### src/rtl/sma_pkg.sv
// Shared constants, types and helpers for the simple moving average core.
// No dependencies; every other file refers to this package by scoped names.
`timescale 1ns / 1ps
`default_nettype none
package sma_pkg;

   localparam int WINDOW_MAX   = 16;
   localparam int WINDOW_RESET = 10;
   localparam int SAMPLE_W     = 16;
   localparam int CFG_W        = 5;
   localparam int HELD_W       = 5;
   localparam int AVG_W        = 24;
   localparam int FRAC_W       = 8;
   localparam int PTR_W        = (WINDOW_MAX > 1) ? $clog2(WINDOW_MAX) : 1;
   localparam int CNT_W        = $clog2(WINDOW_MAX + 1);
   localparam int SUM_W        = SAMPLE_W + PTR_W;
   localparam int DIVIDEND_W   = SUM_W + FRAC_W;
   localparam int STEP_W       = $clog2(DIVIDEND_W);

   typedef struct packed {
      logic capture;
      logic update;
      logic div_step;
      logic load_out;
      logic cfg_write;
   } cmd_type;

   typedef struct packed {
      logic div_last;
   } status_type;

   function automatic logic [CNT_W-1:0] clamp_window(input logic [CFG_W-1:0] raw);
      int v;
      v = int'(raw);
      if (v == 0) begin
         v = 1;
      end
      if (v > WINDOW_MAX) begin
         v = WINDOW_MAX;
      end
      return CNT_W'(v);
   endfunction

endpackage
`default_nettype wire

### src/rtl/simple_moving_average_core.sv
// Top level of the simple moving average core: joins the controller and datapath.
// Depends on sma_pkg, sma_ctrl and sma_dp.
//
//   Channel  Direction  Handshake            Word
//   req      in         req_valid/req_stall  req_sample_value
//   rsp      out        rsp_valid/rsp_stall  rsp_average_q8, rsp_samples_held
//   csr      in         csr_valid/csr_ready  csr_window_length
//
// From acceptance each word goes through these steps: the ring is read at acceptance, an
// update step sets sum and count, the divide state forms the quotient one bit per step
// and a final step loads the result register. A new word is taken only after that load,
// so a word can be accepted even while the last result still waits.
// Reset restores a window of ten and empties the window; a window write sets the clamped new length and empties it too.
// A stalled result holds the divider output until the register ahead of it frees.
`timescale 1ns / 1ps
`default_nettype none
module simple_moving_average_core (
   input  wire logic                          clock,
   input  wire logic                          reset,
   input  wire logic                          req_valid,
   output logic                               req_stall,
   input  wire logic [sma_pkg::SAMPLE_W-1:0]  req_sample_value,
   output logic                               rsp_valid,
   input  wire logic                          rsp_stall,
   output logic      [sma_pkg::AVG_W-1:0]     rsp_average_q8,
   output logic      [sma_pkg::HELD_W-1:0]    rsp_samples_held,
   input  wire logic                          csr_valid,
   output logic                               csr_ready,
   input  wire logic [sma_pkg::CFG_W-1:0]     csr_window_length
);

   sma_pkg::cmd_type    cmd;
   sma_pkg::status_type status;

   sma_ctrl u_ctrl (
      .clock     (clock),
      .reset     (reset),
      .req_valid (req_valid),
      .req_stall (req_stall),
      .rsp_valid (rsp_valid),
      .rsp_stall (rsp_stall),
      .csr_valid (csr_valid),
      .csr_ready (csr_ready),
      .status    (status),
      .cmd       (cmd)
   );

   sma_dp u_dp (
      .clock             (clock),
      .reset             (reset),
      .cmd               (cmd),
      .status            (status),
      .req_sample_value  (req_sample_value),
      .csr_window_length (csr_window_length),
      .rsp_average_q8    (rsp_average_q8),
      .rsp_samples_held  (rsp_samples_held)
   );

endmodule
`default_nettype wire

### src/rtl/sma_ctrl.sv
// Controller state machine of the moving average core: sequences capture, update,
// the bit-serial division and the result hand-off. Depends on sma_pkg.
`timescale 1ns / 1ps
`default_nettype none
module sma_ctrl (
   input  wire logic               clock,
   input  wire logic               reset,
   input  wire logic               req_valid,
   output logic                    req_stall,
   output logic                    rsp_valid,
   input  wire logic               rsp_stall,
   input  wire logic               csr_valid,
   output logic                    csr_ready,
   input  sma_pkg::status_type     status,
   output sma_pkg::cmd_type        cmd
);

   localparam logic [1:0] ST_IDLE   = 2'd0;
   localparam logic [1:0] ST_UPDATE = 2'd1;
   localparam logic [1:0] ST_DIVIDE = 2'd2;
   localparam logic [1:0] ST_DONE   = 2'd3;

   logic [1:0] state_ff;
   logic [1:0] state_in;
   logic       rsp_valid_ff;
   logic       rsp_valid_in;
   logic       out_free;

   assign req_stall = (state_ff != ST_IDLE);
   assign csr_ready = (state_ff == ST_IDLE);
   assign rsp_valid = rsp_valid_ff;
   assign out_free  = !rsp_valid_ff || !rsp_stall;

   always_comb begin
      state_in      = state_ff;
      cmd           = '0;
      cmd.cfg_write = csr_valid && (state_ff == ST_IDLE);
      case (state_ff)
         ST_IDLE: begin
            if (req_valid) begin
               cmd.capture = 1'b1;
               state_in    = ST_UPDATE;
            end
         end
         ST_UPDATE: begin
            cmd.update = 1'b1;
            state_in   = ST_DIVIDE;
         end
         ST_DIVIDE: begin
            cmd.div_step = 1'b1;
            if (status.div_last) begin
               state_in = ST_DONE;
            end
         end
         ST_DONE: begin
            if (out_free) begin
               cmd.load_out = 1'b1;
               state_in     = ST_IDLE;
            end
         end
         default: begin
            state_in = ST_IDLE;
         end
      endcase
   end

   always_comb begin
      rsp_valid_in = rsp_valid_ff;
      if (cmd.load_out) begin
         rsp_valid_in = 1'b1;
      end else if (rsp_valid_ff && !rsp_stall) begin
         rsp_valid_in = 1'b0;
      end
   end

   always_ff @(posedge clock) begin
      if (reset) begin
         state_ff     <= ST_IDLE;
         rsp_valid_ff <= 1'b0;
      end else begin
         state_ff     <= state_in;
         rsp_valid_ff <= rsp_valid_in;
      end
   end

endmodule
`default_nettype wire

### src/rtl/sma_dp.sv
// Datapath of the moving average core: sample ring, running sum, fill count and a
// restoring divider that yields one quotient bit per cycle. Depends on sma_pkg.
`timescale 1ns / 1ps
`default_nettype none
module sma_dp (
   input  wire logic                          clock,
   input  wire logic                          reset,
   input  sma_pkg::cmd_type                   cmd,
   output sma_pkg::status_type                status,
   input  wire logic [sma_pkg::SAMPLE_W-1:0]  req_sample_value,
   input  wire logic [sma_pkg::CFG_W-1:0]     csr_window_length,
   output logic      [sma_pkg::AVG_W-1:0]     rsp_average_q8,
   output logic      [sma_pkg::HELD_W-1:0]    rsp_samples_held
);

   logic [sma_pkg::SAMPLE_W-1:0]   ring_mem [sma_pkg::WINDOW_MAX];
   logic [sma_pkg::SAMPLE_W-1:0]   sample_ff;
   logic [sma_pkg::SAMPLE_W-1:0]   old_ff;
   logic [sma_pkg::CNT_W-1:0]      window_ff;
   logic [sma_pkg::CNT_W-1:0]      window_in;
   logic [sma_pkg::PTR_W-1:0]      wp_ff;
   logic [sma_pkg::PTR_W-1:0]      wp_in;
   logic [sma_pkg::CNT_W-1:0]      fill_ff;
   logic [sma_pkg::CNT_W-1:0]      fill_in;
   logic [sma_pkg::SUM_W-1:0]      sum_ff;
   logic [sma_pkg::SUM_W-1:0]      sum_in;
   logic [sma_pkg::SUM_W-1:0]      sum_new;
   logic [sma_pkg::CNT_W-1:0]      fill_new;
   logic [sma_pkg::CNT_W-1:0]      wp_inc;
   logic [sma_pkg::STEP_W-1:0]     step_ff;
   logic [sma_pkg::STEP_W-1:0]     step_in;
   logic [sma_pkg::DIVIDEND_W-1:0] quo_ff;
   logic [sma_pkg::DIVIDEND_W-1:0] quo_in;
   logic [sma_pkg::CNT_W-1:0]      rem_ff;
   logic [sma_pkg::CNT_W-1:0]      rem_in;
   logic [sma_pkg::CNT_W-1:0]      div_ff;
   logic [sma_pkg::CNT_W:0]        partial;
   logic [sma_pkg::CNT_W:0]        trial;
   logic [sma_pkg::AVG_W-1:0]      avg_ff;
   logic [sma_pkg::HELD_W-1:0]     held_ff;

   assign rsp_average_q8   = avg_ff;
   assign rsp_samples_held = held_ff;
   assign status.div_last  = (step_ff == sma_pkg::STEP_W'(sma_pkg::DIVIDEND_W - 1));

   // Once the window is full the oldest sample leaves the sum as the new one enters.
   always_comb begin
      if (fill_ff >= window_ff) begin
         fill_new = window_ff;
         sum_new  = sum_ff - sma_pkg::SUM_W'(old_ff) + sma_pkg::SUM_W'(sample_ff);
      end else begin
         fill_new = fill_ff + 1'b1;
         sum_new  = sum_ff + sma_pkg::SUM_W'(sample_ff);
      end
      wp_inc = sma_pkg::CNT_W'(wp_ff) + 1'b1;
   end

   assign partial = {rem_ff, quo_ff[sma_pkg::DIVIDEND_W-1]};
   assign trial   = partial - {1'b0, div_ff};

   always_comb begin
      window_in = window_ff;
      wp_in     = wp_ff;
      fill_in   = fill_ff;
      sum_in    = sum_ff;
      step_in   = step_ff;
      quo_in    = quo_ff;
      rem_in    = rem_ff;
      if (cmd.cfg_write) begin
         window_in = sma_pkg::clamp_window(csr_window_length);
         wp_in     = '0;
         fill_in   = '0;
         sum_in    = '0;
      end else if (cmd.update) begin
         fill_in = fill_new;
         sum_in  = sum_new;
         wp_in   = (wp_inc >= window_ff) ? '0 : wp_inc[sma_pkg::PTR_W-1:0];
         step_in = '0;
         quo_in  = {sum_new, {sma_pkg::FRAC_W{1'b0}}};
         rem_in  = '0;
      end else if (cmd.div_step) begin
         step_in = step_ff + 1'b1;
         if (partial >= {1'b0, div_ff}) begin
            rem_in = trial[sma_pkg::CNT_W-1:0];
            quo_in = {quo_ff[sma_pkg::DIVIDEND_W-2:0], 1'b1};
         end else begin
            rem_in = partial[sma_pkg::CNT_W-1:0];
            quo_in = {quo_ff[sma_pkg::DIVIDEND_W-2:0], 1'b0};
         end
      end
   end

   always_ff @(posedge clock) begin
      if (reset) begin
         window_ff <= sma_pkg::clamp_window(sma_pkg::CFG_W'(sma_pkg::WINDOW_RESET));
         wp_ff     <= '0;
         fill_ff   <= '0;
         sum_ff    <= '0;
         step_ff   <= '0;
      end else begin
         window_ff <= window_in;
         wp_ff     <= wp_in;
         fill_ff   <= fill_in;
         sum_ff    <= sum_in;
         step_ff   <= step_in;
      end
   end

   always_ff @(posedge clock) begin
      quo_ff <= quo_in;
      rem_ff <= rem_in;
      if (cmd.capture) begin
         sample_ff <= req_sample_value;
         old_ff    <= ring_mem[wp_ff];
      end
      if (cmd.update) begin
         ring_mem[wp_ff] <= sample_ff;
         div_ff          <= fill_new;
      end
      if (cmd.load_out) begin
         avg_ff  <= quo_ff[sma_pkg::AVG_W-1:0];
         held_ff <= sma_pkg::HELD_W'(div_ff);
      end
   end

endmodule
`default_nettype wire

### config.mk
export PLATFORM = sky130hd
export DESIGN_NAME = simple_moving_average_core
export DESIGN_NICKNAME = d
export VERILOG_FILES = /design/src/rtl/sma_pkg.sv /design/src/rtl/simple_moving_average_core.sv /design/src/rtl/sma_ctrl.sv /design/src/rtl/sma_dp.sv
export SDC_FILE = /design/constraint.sdc
export NUM_CORES = 1
export LEC_CHECK = 0
export ABC_AREA = 1
export BUFFER_PORTS_ARGS = -buffer_cell sky130_fd_sc_hd__buf_2
export CAP_MARGIN = 5
export CORE_ASPECT_RATIO = 1.5
export CORE_UTILIZATION = 61
export DETAILED_ROUTE_END_ITERATION = 10
export PLACE_DENSITY = 0.78
export SYNTH_ARGS = -nofsm -noshare
export SYNTH_HDL_FRONTEND = slang
export SYNTH_HIERARCHICAL = 1
export SYNTH_SLANG_ARGS = --single-unit
### constraint.sdc
create_clock -name clock -period 3.3 [get_ports clock]
set_clock_uncertainty 0.1 [all_clocks]
set_input_delay 0.165 -clock clock [delete_from_list [all_inputs] [get_ports clock]]
set_output_delay 0.165 -clock clock [all_outputs]
set_load 0.02 [all_outputs]
==> results list <==
- The flow ran to the end, and the final reports show no timing, DRC or antenna violations.
- DR DRC count: 0
- Ratio of final minimum period to clock period: 88.9%
- In this run, post-CTS hold repair placed 29 buffers.
- Synth unique cells: 47
* Critical Path Sink Type: flip-flop
* Pwr/cell area: 847 nW/um2
* Commonest non-fill, non-tap cell in the layout: sky130_fd_sc_hd__edfxtp_1
* Register Area: 11500 um2
- Peak ir drop on the vdd network: 482 uV
- The root buffer cell chosen for the clock tree is sky130_fd_sc_hd__clkbuf_16.
* Final worst path period need: 2.93 ns
- Number of maximum-capacitance violations: 0
* Number of antenna violations at the first check in global routing: 0
* Detailed Route WL: 45900 um
* Share of cells above drive strength 1: 12.8%
- Number of buffers created by CTS: 38
* Number of port buffers: 57
- Effective utilization at floorplan: 61.9%
- Data required time of the critical path: 3.68 ns
- Remaining number of nets flagged by the antenna check after routing: 0
- Static power due to leakage: 0.00837 uW
- The first global-routing pass estimated 71500 um of wire.
* Setup TNS: 0 ns
- Overall Power: 17900 uW
* Via count of the first global-routing pass: 13696
* Syn_area_per_cell: 10.5 um2
- Clock-pin slew on the worst setup and hold paths: 0.07 ns
- Final nets: 2002
* Aggregate global routing overflow: 0
- In this run the deepest clock path goes through 3 buffers.
- The worst setup path is launched from a flip-flop.
* Post-route insts no fill: 2323
- Fill cells: 2153
- Yosys warns: 6
- Unrepaired setup endpoints after global routing: false
* DR WL/cell: 19.8 um
- The floorplan step set the die width to 145 um.
- Share of the yosys chip area belonging to registers: 61.6%
- The repair_antennas step left the layout with diodes totalling 0.
* Global-route usage over all layers: 30.7%
- Syn Nets: 1882
- In the synthesized netlist, the number of instances is 1775.
* Post-CTS Setup Repair Bufs: 0
* Global placer's final weighted congestion: 0.914
- Most frequent cells in the layout: sky130_fd_sc_hd__edfxtp_1, sky130_fd_sc_hd__nand2_1, sky130_fd_sc_hd__nor2_1, sky130_fd_sc_hd__inv_1, sky130_fd_sc_hd__o21ai_0
- The synthesized design contains 355 enable-type register cells.
* Area of combinational cells with multiple inputs: 6120 um2
- FP Rows: 78
* # H-tree levels: 2
- Async set or reset register ratio after synthesis: 0%
- TritonCTS clock tree: built
- Placeable core region: 30200 um2
- Worst hold path type: input pin to flip-flop
- 1st-pass router iterations: 7
* Die outline height: 216 um
* Number of synthesized register bits: 397
- Worst EP arrival: 3.32 ns
- Along the worst path, the maximum fanout reaches 6.
- Among all flip-flop cells after synthesis, the most frequent one is sky130_fd_sc_hd__edfxtp_1.
- Violation count after the first detailed-routing iteration: 1218
- The HPWL after detailed placement is 30100 um.
- Finished Core Util: 69.9%
- Once placement completed, the tool counted placed cells totaling 2226.
- Via-to-Cell Ratio: 5.88
* Full die area: 31300 um2
- 58 I/O pins were placed.
* Transition time at the pin with the least slew margin: 0.938 ns
* Worst Setup Path Type: flip-flop to flip-flop
- Compared with the post-synthesis result, the final layout area differs by 13.0%.
- Based on the critical path, the design can be clocked at up to 341 MHz.
- The clock reaches the later pin of the worst-skew pair after 0.55 ns.
- The tree built by TritonCTS fans out to 397 sinks.
- The count of final max-slew check failures came to 0.
- Measured against its own limit, the worst slew margin works out to 37.5%.
- Across all layers, the routed design uses 13663 vias.
- Post-cts sizing count: 0
* Count of final hold-check violations: 0
- Finish-stage setup viols: 0
* Pin count of the biggest net entering global routing: 108
* Post-Synthesis Cell Area: 18700 um2
## metal layers
layer	track usage, %	share of wire (%)	wire length [um]
met1	36.4	37	16900
met2	52.5	51	23300
met3	3.91	6.8	3140
met4	18.7	5.7	2620
met5	0	0	0
## area by class of cell
type | count | area share (%)
well taps | 400 | 2.37
inverters | 191 | 3.47
clock inverters | 23 | 0.896
clock buffers | 45 | 4.73
repair buffers | 146 | 4.92
flip-flops and latches | 397 | 54.6
multi-input cells | 1121 | 29.0
## critical path, cell delays in order (launching register included)
cell	delay, ns
sky130_fd_sc_hd__dfxtp_1	0.34
sky130_fd_sc_hd__bufinv_8	0.19
sky130_fd_sc_hd__ha_1	0.24
sky130_fd_sc_hd__nand2_1	0.08
sky130_fd_sc_hd__inv_1	0.13
sky130_fd_sc_hd__inv_1	0.13
sky130_fd_sc_hd__nor2_1	0.29
sky130_fd_sc_hd__nand2_1	0.08
sky130_fd_sc_hd__dlygate4sd3_1	0.59
sky130_fd_sc_hd__o211ai_1	0.11
sky130_fd_sc_hd__dlygate4sd3_1	0.59
## through the flow
step | hold slack, ns | instance area (um2) | worst slack [ns]
2_1_floorplan | 0.134 | 18700 | 0.471
3_3_place_gp | 0.277 | 19600 | 0.504
3_5_place_dp | 0.277 | 19600 | 0.461
4_1_cts | 0.252 | 21100 | 0.438
5_1_grt | 0.263 | 21100 | 0.231
6_report | 0.274 | 21100 | 0.367
## sequential cells by signal (all words and copies together) (netlist names)
name / count
u_dp/rsp_samples_held: 5
u_dp/quo_ff: 28
u_dp/rem_ff: 5
u_dp/rsp_average_q8: 24
u_dp/wp_ff: 4
u_ctrl/state_ff: 2
u_dp/step_ff: 5
u_dp/div_ff: 5
u_dp/ring_mem: 256
u_dp/window_ff: 5
u_dp/sample_ff: 16
u_dp/old_ff: 16
u_ctrl/rsp_valid: 1
u_dp/sum_ff: 20
u_dp/fill_ff: 5
## cells in the mapped netlist (4+ instances only)
cell type / instances / share of area (%)
sky130_fd_sc_hd__nor2_2: 7 / 0.23
sky130_fd_sc_hd__inv_1: 179 / 3.6
sky130_fd_sc_hd__nand2_1: 346 / 7.0
sky130_fd_sc_hd__inv_2: 11 / 0.22
sky130_fd_sc_hd__fa_1: 18 / 1.9
sky130_fd_sc_hd__buf_2: 18 / 0.48
sky130_fd_sc_hd__o21ai_1: 6 / 0.16
sky130_fd_sc_hd__nor2_1: 215 / 4.3
sky130_fd_sc_hd__o21ai_0: 159 / 4.3
sky130_fd_sc_hd__xnor2_1: 4 / 0.19
sky130_fd_sc_hd__nor2_4: 4 / 0.24
sky130_fd_sc_hd__nand3_1: 59 / 1.6
sky130_fd_sc_hd__nand4_1: 25 / 0.84
sky130_fd_sc_hd__nand3_2: 12 / 0.64
sky130_fd_sc_hd__o22ai_1: 64 / 2.1
sky130_fd_sc_hd__a21oi_1: 49 / 1.3
sky130_fd_sc_hd__dfxtp_1: 42 / 4.5
sky130_fd_sc_hd__nand2_2: 13 / 0.44
sky130_fd_sc_hd__ha_1: 63 / 4.2
sky130_fd_sc_hd__buf_4: 10 / 0.40
sky130_fd_sc_hd__nor3_1: 8 / 0.21
sky130_fd_sc_hd__clkbuf_1: 35 / 0.70
sky130_fd_sc_hd__edfxtp_1: 355 / 57
sky130_fd_sc_hd__nand3b_1: 9 / 0.36
sky130_fd_sc_hd__a21oi_2: 18 / 0.84
sky130_fd_sc_hd__xor2_1: 15 / 0.70
## path summary, 6_finish.rpt
check	startpoint	to	slack (ns)	cells after the start
hold / removal	req_sample_value[0]	u_dp/sample_ff[0]	0.27	2
setup reg to reg	u_ctrl/state_ff[0]	u_dp/window_ff[1]	0.37	10
setup / recovery	u_ctrl/state_ff[0]	u_dp/window_ff[1]	0.37	10
hold reg to reg	u_dp/quo_ff[5]	u_dp/rsp_average_q8[5]	0.36	0
## report_power, final
part           switching (uW)  internal [uW]  leakage, uW
clock network            1870           2340     0.000577
registers                 386           6540      0.00357
logic                    4560           2180      0.00422
## kinds of logic after synthesis
family / Yosys count / synth area share [%]
compound gates: 311 / 9.34
fa+ha+maj: 81 / 6.15
xor+xnor: 19 / 0.891
simple gates: 710 / 16.4
flops: 397 / 61.6
buf+inv: 257 / 5.61
Power figures use the tool's default switching activity.
